--- config.mk ---
export PLATFORM = sky130hd
export DESIGN_NAME = rvx_front
export DESIGN_NICKNAME = d
export VERILOG_FILES = /design/src/hdl/register_vm_execute_unit_assert.svh /design/src/hdl/rvx_pkg.sv /design/src/hdl/rvx_front.sv
export SDC_FILE = /design/constraint.sdc
export NUM_CORES = 1
export LEC_CHECK = 0
export ABC_AREA = 1
export BUFFER_PORTS_ARGS = -buffer_cell sky130_fd_sc_hd__buf_2
export CORE_UTILIZATION = 56
export DETAILED_ROUTE_END_ITERATION = 10
export PLACE_DENSITY = 0.91
export SLEW_MARGIN = 20
export SYNTH_ARGS = -nofsm -noshare
export SYNTH_HDL_FRONTEND = slang
export SYNTH_SLANG_ARGS = --single-unit
--- constraint.sdc ---
create_clock -name clk -period 5.45 [get_ports clk]
set_input_delay 0.2725 -clock clk [delete_from_list [all_inputs] [get_ports clk]]
set_output_delay 0.2725 -clock clk [all_outputs]
set_load 0.03 [all_outputs]
--- src/hdl/register_vm_execute_unit_assert.svh ---
// Assertion macros used by the execute unit back end.
`ifndef REGISTER_VM_EXECUTE_UNIT_ASSERT_SVH
`define REGISTER_VM_EXECUTE_UNIT_ASSERT_SVH
`ifndef NO_ASSERTIONS
`define RVX_ASSERT(lbl, prop, msg) \
  lbl: assert property (@(posedge clk) disable iff (!rst_n) prop) else $error(msg);
`define RVX_ASSERT_RST(lbl, prop, msg) \
  lbl: assert property (@(posedge clk) prop) else $error(msg);
`else
`define RVX_ASSERT(lbl, prop, msg)
`define RVX_ASSERT_RST(lbl, prop, msg)
`endif
`endif

--- src/hdl/rvx_pkg.sv ---
// Shared types and constants of the register VM execute unit.
`default_nettype none
package rvx_pkg;

  localparam int REG_INDEX_BITS_DEF = 16;
  localparam int SLOT_W             = 16;
  localparam int PC_W               = 32;
  localparam int DATA_W             = 64;
  localparam int Q_DEPTH            = 2;
  localparam int Q_PTR_W            = $clog2(Q_DEPTH);
  localparam int Q_CNT_W            = $clog2(Q_DEPTH + 1);
  localparam int RESULT_REG         = 3;
  localparam logic [PC_W-1:0] INSN_BYTES = 32'd8;

  localparam logic [2:0] OPC_END = 3'd0;
  localparam logic [2:0] OPC_LDI = 3'd1;
  localparam logic [2:0] OPC_ADD = 3'd2;
  localparam logic [2:0] OPC_SUB = 3'd3;
  localparam logic [2:0] OPC_JZ  = 3'd4;
  localparam logic [2:0] OPC_JMP = 3'd5;

  typedef enum logic [2:0] {
    K_END, K_LDI, K_ADD, K_SUB, K_JZ, K_JMP, K_NOP
  } kind_t;

  typedef struct packed {
    kind_t             kind;
    logic              wr_en;
    logic [SLOT_W-1:0] slot_a;
    logic [SLOT_W-1:0] slot_b;
    logic [SLOT_W-1:0] slot_c;
  } dec_t;

  typedef struct packed {
    logic [PC_W-1:0]          next_pc;
    logic                     finished;
    logic signed [DATA_W-1:0] value;
  } res_t;

endpackage
`default_nettype wire

--- src/hdl/rvx_front.sv ---
// Front end: decodes incoming instructions and buffers them for the back end.
`default_nettype none
module rvx_front
  import rvx_pkg::*;
(
  input  wire logic              clk,
  input  wire logic              rst_n,
  input  wire logic              clr_busy,
  input  wire logic              in_push,
  output logic                   in_full,
  input  wire logic [2:0]        in_op,
  input  wire logic [SLOT_W-1:0] in_slot_a,
  input  wire logic [SLOT_W-1:0] in_slot_b,
  input  wire logic [SLOT_W-1:0] in_slot_c,
  output logic                   q_vld,
  output dec_t                   q_item,
  input  wire logic              q_pop
);

  dec_t               dec;
  dec_t               ent_r [Q_DEPTH];
  logic [Q_PTR_W-1:0] wr_ptr_r, wr_ptr_nxt;
  logic [Q_PTR_W-1:0] rd_ptr_r, rd_ptr_nxt;
  logic [Q_CNT_W-1:0] cnt_r, cnt_nxt;
  logic               push_ok;

  always_comb begin
    dec.slot_a = in_slot_a;
    dec.slot_b = in_slot_b;
    dec.slot_c = in_slot_c;
    unique case (in_op)
      OPC_END: begin dec.kind = K_END; dec.wr_en = 1'b0; end
      OPC_LDI: begin dec.kind = K_LDI; dec.wr_en = 1'b1; end
      OPC_ADD: begin dec.kind = K_ADD; dec.wr_en = 1'b1; end
      OPC_SUB: begin dec.kind = K_SUB; dec.wr_en = 1'b1; end
      OPC_JZ:  begin dec.kind = K_JZ;  dec.wr_en = 1'b0; end
      OPC_JMP: begin dec.kind = K_JMP; dec.wr_en = 1'b0; end
      default: begin dec.kind = K_NOP; dec.wr_en = 1'b0; end
    endcase
  end

  assign in_full = clr_busy || (cnt_r == Q_CNT_W'(Q_DEPTH));
  assign push_ok = in_push && !in_full;
  assign q_vld   = (cnt_r != '0);
  assign q_item  = ent_r[rd_ptr_r];

  always_comb begin
    wr_ptr_nxt = push_ok ? wr_ptr_r + 1'b1 : wr_ptr_r;
    rd_ptr_nxt = q_pop ? rd_ptr_r + 1'b1 : rd_ptr_r;
    unique case ({push_ok, q_pop})
      2'b10:   cnt_nxt = cnt_r + 1'b1;
      2'b01:   cnt_nxt = cnt_r - 1'b1;
      default: cnt_nxt = cnt_r;
    endcase
  end

  always_ff @(posedge clk) begin
    if (push_ok) begin
      ent_r[wr_ptr_r] <= dec;
    end
  end

  always_ff @(posedge clk) begin
    if (!rst_n) begin
      wr_ptr_r <= '0;
      rd_ptr_r <= '0;
      cnt_r    <= '0;
    end else begin
      wr_ptr_r <= wr_ptr_nxt;
      rd_ptr_r <= rd_ptr_nxt;
      cnt_r    <= cnt_nxt;
    end
  end

endmodule
`default_nettype wire

==> flow_summary_export.csv <==
group,metric,value,unit
synth,async_flop_share,0,
clocking,clockRootBuffer,"clkbuf_8",
routing,drt_wl_total,6630,um
clocking,clk_latency,0.36,ns
clocking,clock_sinks,109,
flow_run,maxCapViolCount,0,
critical_path,critPathArrivalTime,1.94,ns
critical_path,startpoint_type,"flip-flop",
power_and_ir_drop,p_leak,2.01,nW
grt,grt_max_degree,53,
clocking,cts_hold_buf,0,
placement,dp.cells,406,
placement,place.gp.congestion,0.712,
synth,synth.area.top_cells,"edfxtp_1 (73%), mux2_4 (18%), buf_12 (2.3%)",
clocking,clk_pin_slew,0.11,ns
synth,syn_area_per_cell,20.9,um^2
min_path,worstHoldPathCells,1,
synth,synthesis.nets,262,
grt,overflow,0,
min_path,hold_path_end,"ent_r[0][38]",
synth,synth_top_cell_by_area,"edfxtp_1",
floorplanning,die_x,89.4,um
timing,worst-slew-pin-transition,0.942,ns
timing,grt_setup_unrepaired,"false",
final_layout,num_antenna_cells,0,
critical_path,r2r_slack,3.29,ns
timing,relSlewSlack,0.372,
placement,hpwl,4520,um
synth,postSynthCellCount,205,
synth,synth_edf_count,104,
routing,wl_per_cell,15.7,um
placement,dp_slack,3.29,ns
floorplanning,initial_utilization,0.584,
final_layout,final_area,5040,um^2
timing,timing.final.crit_share,0.405,
grt,grt_pass1_wl,9230,um
timing,setup_violations,0,
placement,io_buffer_count,109,
clocking,post_cts_buffers,0,
routing,drt_pass1_iterations,4,
grt,grt_pass1_vias,2081,
power_and_ir_drop,irDropWorstVdd,0.000213,V
clocking,h-tree-depth,3,
grt,antenna_found_initial,0,
critical_path,path_class,"flip-flop to output port",
timing,finClkSkew,0.0109,ns
timing,fin_crit,2.21,ns
final_layout,stdcell_count,422,
critical_path,crit_path_end_kind,"output port",
routing,drc,0,
final_layout,syn_to_final_growth,17.9,%
placement,placed_cell_area,4850,um^2
critical_path,worst_r2r_endpoint,"ent_r[0][12]",
timing,fmax,453,MHz
clocking,cts_resized,0,
timing,fin_tns_setup,0,ns
synth,synth_top_area_share,0.730,
critical_path,crit-reg2reg-launch,"cnt_r[0]",
synth,synth_common_cells,"edfxtp_1 (104), mux2_4 (50), nor2_1 (11)",
timing,hold_viol,0,
synth,ys_warn_count,0,
critical_path,cp_data_required_time,5.18,ns
critical_path,crit_fanout,52,
routing,ant_nets,0,
outcome,outcome,"completed",
floorplanning,coreArea,7330,um^2
floorplanning,fp.dieH,89.4,um
power_and_ir_drop,power_per_cell_area,328,nW/um^2
critical_path,reg2reg_depth,5,
synth,ys_types,18,
routing,vias,2128,
clocking,numCtsBuffers,9,
floorplanning,fp.dieArea,8000,um^2
synth,synth_ff_type,"edfxtp_1",
timing,hold_slack,0.0904,ns
timing,finalWorstSetupSlack,3.24,ns
min_path,worstHoldStart,"in_slot_a[6]",
synth,synth_seq_cells,109,
final_layout,nFillCells,496,
synth,syn_area,4280,um^2
final_layout,finalNetCount,375,
synth,ys_seq_area_frac,0.753,
clocking,cts.path.max_buffers,2,
grt,grt.total_usage,0.165,
min_path,hp-class,"input port to flip-flop",
floorplanning,io_pins,110,
clocking,cts_tree,"yes",
timing,drv_slew,0,
routing,viasPerCell,5.04,
final_layout,drive_gt1_frac,0.570,
synth,post-synth-top-count-cell,"edfxtp_1",
floorplanning,rows,31,
routing,drt_iter0_drc,84,
## flip-flops by register name, indices dropped and copies added, names as in the netlist, named ones only
signal    flops
wr_ptr_r      1
cnt_r         2
rd_ptr_r      1
ent_r       104
## how the worst max path moves through the flow
stage                   endpoint      start
global placement    ent_r[0][22]   cnt_r[0]
global route           q_item[0]  flip-flop
finish                q_item[51]  flip-flop
CTS                    q_item[0]  flip-flop
detailed placement  ent_r[0][31]   cnt_r[0]
floorplan            ent_r[0][0]   cnt_r[0]
## per-layer routing
metal | share of wire | vias to the layer above | global-route usage
met4 | 0.014 | 0 | 0.0606
met1 | 0.38 | 1033 | 0.170
li1 | - | 1004 | -
met5 | 0 | - | 0
met2 | 0.53 | 82 | 0.307
met3 | 0.066 | 9 | 0.0572
## where the power goes
part / leakage, nW / internal [mW] / switching (mW)
Combinational: 0.924 / 0.0930 / 0.126
Clock: 0.0947 / 0.177 / 0.276
Sequential: 0.995 / 0.956 / 0.0259
Total: 2.01 / 1.23 / 0.427
## final cells by class
cell class	instances	area, um^2	area share
flip-flops and latches	109	3230	0.640
clock inverters	7	70.1	0.0139
inverters	7	27.5	0.00546
well taps	99	124	0.0246
clock buffers	9	124	0.0246
repair buffers	110	553	0.110
multi-input cells	81	918	0.182
## stage by stage
step                      power [mW]  utilization
after global routing            1.71        0.688
after detailed placement        1.22        0.661
after CTS                       1.67        0.688
after global placement          1.21        0.661
after floorplan                 1.16            -
final                           1.65        0.688
## logic make-up after synthesis
group	Yosys count	share of synthesized area
flip-flops	109	0.753
multiplexers	52	0.181
AND/OR/NAND/NOR	25	0.0251
buffers and inverters	15	0.0339
AO/OA/AOI/OAI	3	0.00409
adder cells (fa/ha/maj)	1	0.00292
## cells in the final DEF, fill, tap and decap left out, types with 2 or more instances in the layout
cell	Yosys	final
buf_2	0	109
edfxtp_1	104	104
mux2_4	50	50
nand2_1	10	10
nor2_1	11	10
clkbuf_8	0	9
inv_1	6	5
dfxtp_1	5	4
clkinv_4	0	3
mux2_2	2	2
nand4_1	2	2
## critical path, stage by stage, from the launching register on
cell     delay, ns
dfxtp_4       0.97
mux2_2        0.41
buf_2         0.18
No activity file was read; power rests on OpenSTA's default activity.
