`src/hdl/register_vm_execute_unit_assert.svh`:
```
// Assertion macros used by the execute unit back end.
`ifndef REGISTER_VM_EXECUTE_UNIT_ASSERT_SVH
`define REGISTER_VM_EXECUTE_UNIT_ASSERT_SVH
`ifndef NO_ASSERTIONS
`define RVX_ASSERT(lbl, prop, msg) \
  lbl: assert property (@(posedge clk) disable iff (!rst_n) prop) else $error(msg);
`define RVX_ASSERT_RST(lbl, prop, msg) \
  lbl: assert property (@(posedge clk) prop) else $error(msg);
`else
`define RVX_ASSERT(lbl, prop, msg)
`define RVX_ASSERT_RST(lbl, prop, msg)
`endif
`endif

```
`src/hdl/rvx_pkg.sv`:
```
// Shared types and constants of the register VM execute unit.
`default_nettype none
package rvx_pkg;

  localparam int REG_INDEX_BITS_DEF = 16;
  localparam int SLOT_W             = 16;
  localparam int PC_W               = 32;
  localparam int DATA_W             = 64;
  localparam int Q_DEPTH            = 2;
  localparam int Q_PTR_W            = $clog2(Q_DEPTH);
  localparam int Q_CNT_W            = $clog2(Q_DEPTH + 1);
  localparam int RESULT_REG         = 3;
  localparam logic [PC_W-1:0] INSN_BYTES = 32'd8;

  localparam logic [2:0] OPC_END = 3'd0;
  localparam logic [2:0] OPC_LDI = 3'd1;
  localparam logic [2:0] OPC_ADD = 3'd2;
  localparam logic [2:0] OPC_SUB = 3'd3;
  localparam logic [2:0] OPC_JZ  = 3'd4;
  localparam logic [2:0] OPC_JMP = 3'd5;

  typedef enum logic [2:0] {
    K_END, K_LDI, K_ADD, K_SUB, K_JZ, K_JMP, K_NOP
  } kind_t;

  typedef struct packed {
    kind_t             kind;
    logic              wr_en;
    logic [SLOT_W-1:0] slot_a;
    logic [SLOT_W-1:0] slot_b;
    logic [SLOT_W-1:0] slot_c;
  } dec_t;

  typedef struct packed {
    logic [PC_W-1:0]          next_pc;
    logic                     finished;
    logic signed [DATA_W-1:0] value;
  } res_t;

endpackage
`default_nettype wire

```
`src/hdl/rvx_outq.sv`:
```
// Result queue that holds finished items until they are popped.
`default_nettype none
module rvx_outq
  import rvx_pkg::*;
(
  input  wire logic         clk,
  input  wire logic         rst_n,
  input  wire logic         res_vld,
  input  wire res_t         res,
  output logic              res_rdy,
  output logic              out_empty,
  input  wire logic         out_pop,
  output logic [PC_W-1:0]   out_next_pc,
  output logic              out_finished,
  output logic signed [DATA_W-1:0] out_result_value
);

  res_t               ent_r [Q_DEPTH];
  res_t               head;
  logic [Q_PTR_W-1:0] wr_ptr_r, rd_ptr_r;
  logic [Q_CNT_W-1:0] cnt_r, cnt_nxt;
  logic               pop_ok;

  assign res_rdy   = (cnt_r != Q_CNT_W'(Q_DEPTH));
  assign out_empty = (cnt_r == '0);
  assign pop_ok    = out_pop && !out_empty;
  assign head      = ent_r[rd_ptr_r];

  assign out_next_pc      = head.next_pc;
  assign out_finished     = head.finished;
  assign out_result_value = head.value;

  always_comb begin
    unique case ({res_vld, pop_ok})
      2'b10:   cnt_nxt = cnt_r + 1'b1;
      2'b01:   cnt_nxt = cnt_r - 1'b1;
      default: cnt_nxt = cnt_r;
    endcase
  end

  always_ff @(posedge clk) begin
    if (res_vld) begin
      ent_r[wr_ptr_r] <= res;
    end
  end

  always_ff @(posedge clk) begin
    if (!rst_n) begin
      wr_ptr_r <= '0;
      rd_ptr_r <= '0;
      cnt_r    <= '0;
    end else begin
      if (res_vld) begin
        wr_ptr_r <= wr_ptr_r + 1'b1;
      end
      if (pop_ok) begin
        rd_ptr_r <= rd_ptr_r + 1'b1;
      end
      cnt_r <= cnt_nxt;
    end
  end

endmodule
`default_nettype wire

```
`config.mk`:
```
export PLATFORM = sky130hd
export DESIGN_NAME = rvx_outq
export DESIGN_NICKNAME = d
export VERILOG_FILES = /design/src/hdl/register_vm_execute_unit_assert.svh /design/src/hdl/rvx_pkg.sv /design/src/hdl/rvx_outq.sv
export SDC_FILE = /design/constraint.sdc
export NUM_CORES = 1
export LEC_CHECK = 0
export BUFFER_PORTS_ARGS = -buffer_cell sky130_fd_sc_hd__buf_2
export CORE_MARGIN = 2
export CORE_UTILIZATION = 47
export CTS_CLUSTER_DIAMETER = 40
export CTS_CLUSTER_SIZE = 14
export DETAILED_ROUTE_END_ITERATION = 6
export PLACE_DENSITY = 0.74
export SETUP_SLACK_MARGIN = 0.5
export SYNTH_ARGS = -nofsm -noshare
export SYNTH_HDL_FRONTEND = slang
export SYNTH_SLANG_ARGS = --single-unit
```
`constraint.sdc`:
```
create_clock -name clk -period 4.9 [get_ports clk]
set_input_delay 0.245 -clock clk [delete_from_list [all_inputs] [get_ports clk]]
set_output_delay 0.245 -clock clk [all_outputs]
set_load 0.02 [all_outputs]
```
==> impl_table.tex <==
\begin{tabular}{lr}
\hline
Metric & Value \\
\hline
\multicolumn{2}{l}{\textbf{Finish}} \\
\quad Post-layout net count & 725 \\
\quad Final core utilization & 65.3\% \\
\quad Leading cell type in the layout, fill and taps excluded & sky130\_fd\_sc\_hd\_\_buf\_2 \\
\quad Area grow syn2layout & 36.6\% \\
\quad Diodes inserted & 0 \\
\quad Commonest non-fill, non-tap cells in the layout & 199 x sky130\_fd\_sc\_hd\_\_buf\_2, 194 x sky130\_fd\_sc\_hd\_\_edfxtp\_1, 97 x sky130\_fd\_sc\_hd\_\_mux2\_1, 88 x sky130\_fd\_sc\_hd\_\_dlygate4sd3\_1, 17 x sky130\_fd\_sc\_hd\_\_clkbuf\_16 \\
\quad Fraction of final layout cells sized beyond drive strength 1 & 36.9\% \\
\multicolumn{2}{l}{\textbf{Synth}} \\
\quad Synthesized cell area & 7220 um\^{}2 \\
\quad Mapped Avg Cell Area & 22.2 um\^{}2 \\
\quad Library cells used by synthesis & 17 \\
\quad Synth warn & 0 \\
\quad Number of register bits inferred by synthesis & 199 \\
\quad Syn Inst Count & 325 \\
\quad Synth Net Count & 427 \\
\quad Sequential-to-total area share from yosys stat & 82.1\% \\
\multicolumn{2}{l}{\textbf{Worst setup path}} \\
\quad Worst r2r src & wr\_ptr\_r \\
\quad Highest-delay cell along the critical path & sky130\_fd\_sc\_hd\_\_dfxtp\_4 \\
\quad Arrival time worst endpoint & 2.47 ns \\
\quad Required @ worst endpoint & 4.66 ns \\
\quad Delay of the slowest cell on the worst path & 0.87 ns \\
\quad Setup CP Type & reg -> out \\
\quad Highest net fanout along the worst path & 59 \\
\quad Worst-path cell chain & buf\_4 -> mux2\_1 -> buf\_2 \\
\quad Critical Path End Type & output pin \\
\quad Startpoint type of the worst setup path & flip-flop \\
\multicolumn{2}{l}{\textbf{CTS}} \\
\quad Cell at the root of the clock tree & sky130\_fd\_sc\_hd\_\_clkbuf\_16 \\
\quad CTS clock-pin slew for the worst setup and hold paths & 0.07 ns \\
\quad Buffer levels on the longest clock path & 2 \\
\quad Post-CTS repair timing setup buffer count & 0 \\
\quad Number of buffers created by CTS & 17 \\
\quad Later-pin clock latency in the skew report & 0.43 ns \\
\quad Sink Count & 199 \\
\quad CTS H-tree lvls & 4 \\
\quad CTS tree & built \\
\multicolumn{2}{l}{\textbf{STA}} \\
\quad Fin Clk Skew & 0.0115 ns \\
\quad Fin. Hold Viols & 0 \\
\quad Fmax & 368 MHz \\
\quad Number of setup violations in the final report & 0 \\
\quad Accumulated negative setup slack & 0 ns \\
\quad Worst Max-Slew Pin Slew & 1.28 ns \\
\quad Min Tclk post-route & 2.72 ns \\
\quad Max-slew headroom & 14.6\% \\
\quad Final Max Tran Viols & 0 \\
\quad Unrepaired setup endpoints after global routing & false \\
\quad Period utilization & 55.5\% \\
\multicolumn{2}{l}{\textbf{GRT}} \\
\quad Number of antenna violations at the first check in global routing & 0 \\
\quad Leftover overflow at the end of global routing & 0 \\
\quad Total global routing track utilization & 17.6\% \\
\quad Vias in the first global route & 4330 \\
\quad Global-route wire length before repair & 21300 um \\
\quad Largest net degree at the start of global routing & 61 \\
\multicolumn{2}{l}{\textbf{Die}} \\
\quad Area of the die & 16400 um\^{}2 \\
\quad Overall die width & 128 um \\
\quad Placeable core area & 15100 um\^{}2 \\
\quad Die Y-Extent & 128 um \\
\quad IO Pins & 200 \\
\quad Initial core utilization & 47.9\% \\
\quad Placement Rows & 45 \\
\multicolumn{2}{l}{\textbf{Detailed routing}} \\
\quad DRC violation count after routing & 0 \\
\quad Count of TritonRoute iterations in the first routing pass & 4 \\
\quad Routed via count divided by cell count & 4.92 \\
\quad Wire length per cell & 17.3 um \\
\quad WL final & 14200 um \\
\quad Detail Route Antenna Nets & 0 \\
\quad Total vias in the final route & 4046 \\
\quad Count of routing violations after the opening detailed-route iteration & 171 \\
\multicolumn{2}{l}{\textbf{Power and ir drop}} \\
\quad P\_leak & 0.00373 uW \\
\quad Power per cell area & 440 nW/um\^{}2 \\
\quad Worst vdd ir & 0.000266 V \\
\multicolumn{2}{l}{\textbf{Hold path}} \\
\quad HP Class & in -> reg \\
\quad Launch instance of the worst min-delay path & res[33] \\
\multicolumn{2}{l}{\textbf{Placement}} \\
\quad Final GP Congestion & 0.734 \\
\quad HPWL after detailed placement & 8280 um \\
\quad Port Buffer Count & 199 \\
\multicolumn{2}{l}{\textbf{Status}} \\
\quad Run status & finished, final reports clean \\
\multicolumn{2}{l}{\textbf{Job}} \\
\quad Total of max-cap violations & 0 \\
\hline
\end{tabular}
cells in the mapped netlist:
cell,count,share of area [%]
sky130_fd_sc_hd__nor2_1,2,0.10
sky130_fd_sc_hd__edfxtp_1,194,81
sky130_fd_sc_hd__inv_1,1,0.052
sky130_fd_sc_hd__buf_2,7,0.49
sky130_fd_sc_hd__dfxtp_1,5,1.4
sky130_fd_sc_hd__buf_6,4,0.62
sky130_fd_sc_hd__o21a_2,1,0.12
sky130_fd_sc_hd__xnor2_1,3,0.36
sky130_fd_sc_hd__nor2b_1,3,0.26
sky130_fd_sc_hd__or3_1,1,0.087
sky130_fd_sc_hd__mux2_1,97,15
sky130_fd_sc_hd__and2_1,2,0.17
sky130_fd_sc_hd__a21boi_1,1,0.10
sky130_fd_sc_hd__ha_1,1,0.17
sky130_fd_sc_hd__o21ai_0,1,0.069
sky130_fd_sc_hd__nand2b_1,1,0.087
sky130_fd_sc_hd__o21a_1,1,0.10
sequential cells by signal, summed over array words and instances (netlist names), named ones only:
| register | cells |
|---|---|
| rd_ptr_r | 1 |
| wr_ptr_r | 1 |
| cnt_r | 2 |
| ent_r | 194 |
where the power goes:
part           switching, uW  internal, uW  leakage [uW]
Sequential              96.5          1980       0.00186
Clock                    582           747      0.000276
Combinational            534           402       0.00160
final timing paths:
path,cells after the start,slack [ns],endpoint
max reg2reg,2,2.79,ent_r[0][30]
min,1,0.02,ent_r[0][33]
max,3,2.18,out_next_pc[10]
min reg2reg,2,0.54,rd_ptr_r
kinds of logic after synthesis:
| group | after synthesis | share of synthesized area, % |
|---|---|---|
| and+or+nand+nor | 9 | 0.711 |
| muxes | 97 | 15.1 |
| adders and majority gates | 1 | 0.173 |
| AOI/OAI and AO/OA | 4 | 0.399 |
| DFF | 199 | 82.1 |
| xor gates and xnor gates | 3 | 0.364 |
| buffers and inverters | 12 | 1.16 |
routing by layer:
| layer | wire length [um] | global-route usage (%) | share of wire (%) |
|---|---|---|---|
| met5 | 0 | 0 | 0 |
| met4 | 303 | 7.24 | 2.1 |
| met3 | 1090 | 7.64 | 7.6 |
| met2 | 7350 | 30.7 | 52 |
| met1 | 5450 | 18.6 | 38 |
timing repair:
action	CTS	global route
hold buffers	80	8
gates resized for setup	0	0
endpoints found under the hold margin	157	15
critical path, delay by kind of cell (launching register included):
kind	cells	cell delay, ns
flip-flops	1	0.87
buffers and inverters	2	0.74
multiplexers	1	0.40
final cells by class:
class | count | area (um^2)
clock inverters | 13 | 130
fillers | 1042 | 5230
inverters | 1 | 3.75
well taps | 188 | 235
clock buffers | 18 | 429
repair buffers | 290 | 1910
flip-flops and latches | 199 | 5930
multi-input cells | 114 | 1220
stage by stage:
stage | instance area, um^2 | instances | total power, uW | setup WS (ns) | hold WS [ns]
2_1_floorplan | 7220 | 325 | 2710 | 1.60 | 0.344
3_3_place_gp | 8420 | 704 | 2980 | 2.62 | 0.432
3_5_place_dp | 8420 | 704 | 2990 | 2.59 | 0.436
4_1_cts | 9780 | 815 | 4360 | 2.12 | 0.000220
5_1_grt | 9860 | 823 | 4520 | 2.03 | 0.00210
6_report | 9860 | 823 | 4340 | 2.18 | 0.0237
Note: power is estimated with default switching activity, not from simulation.
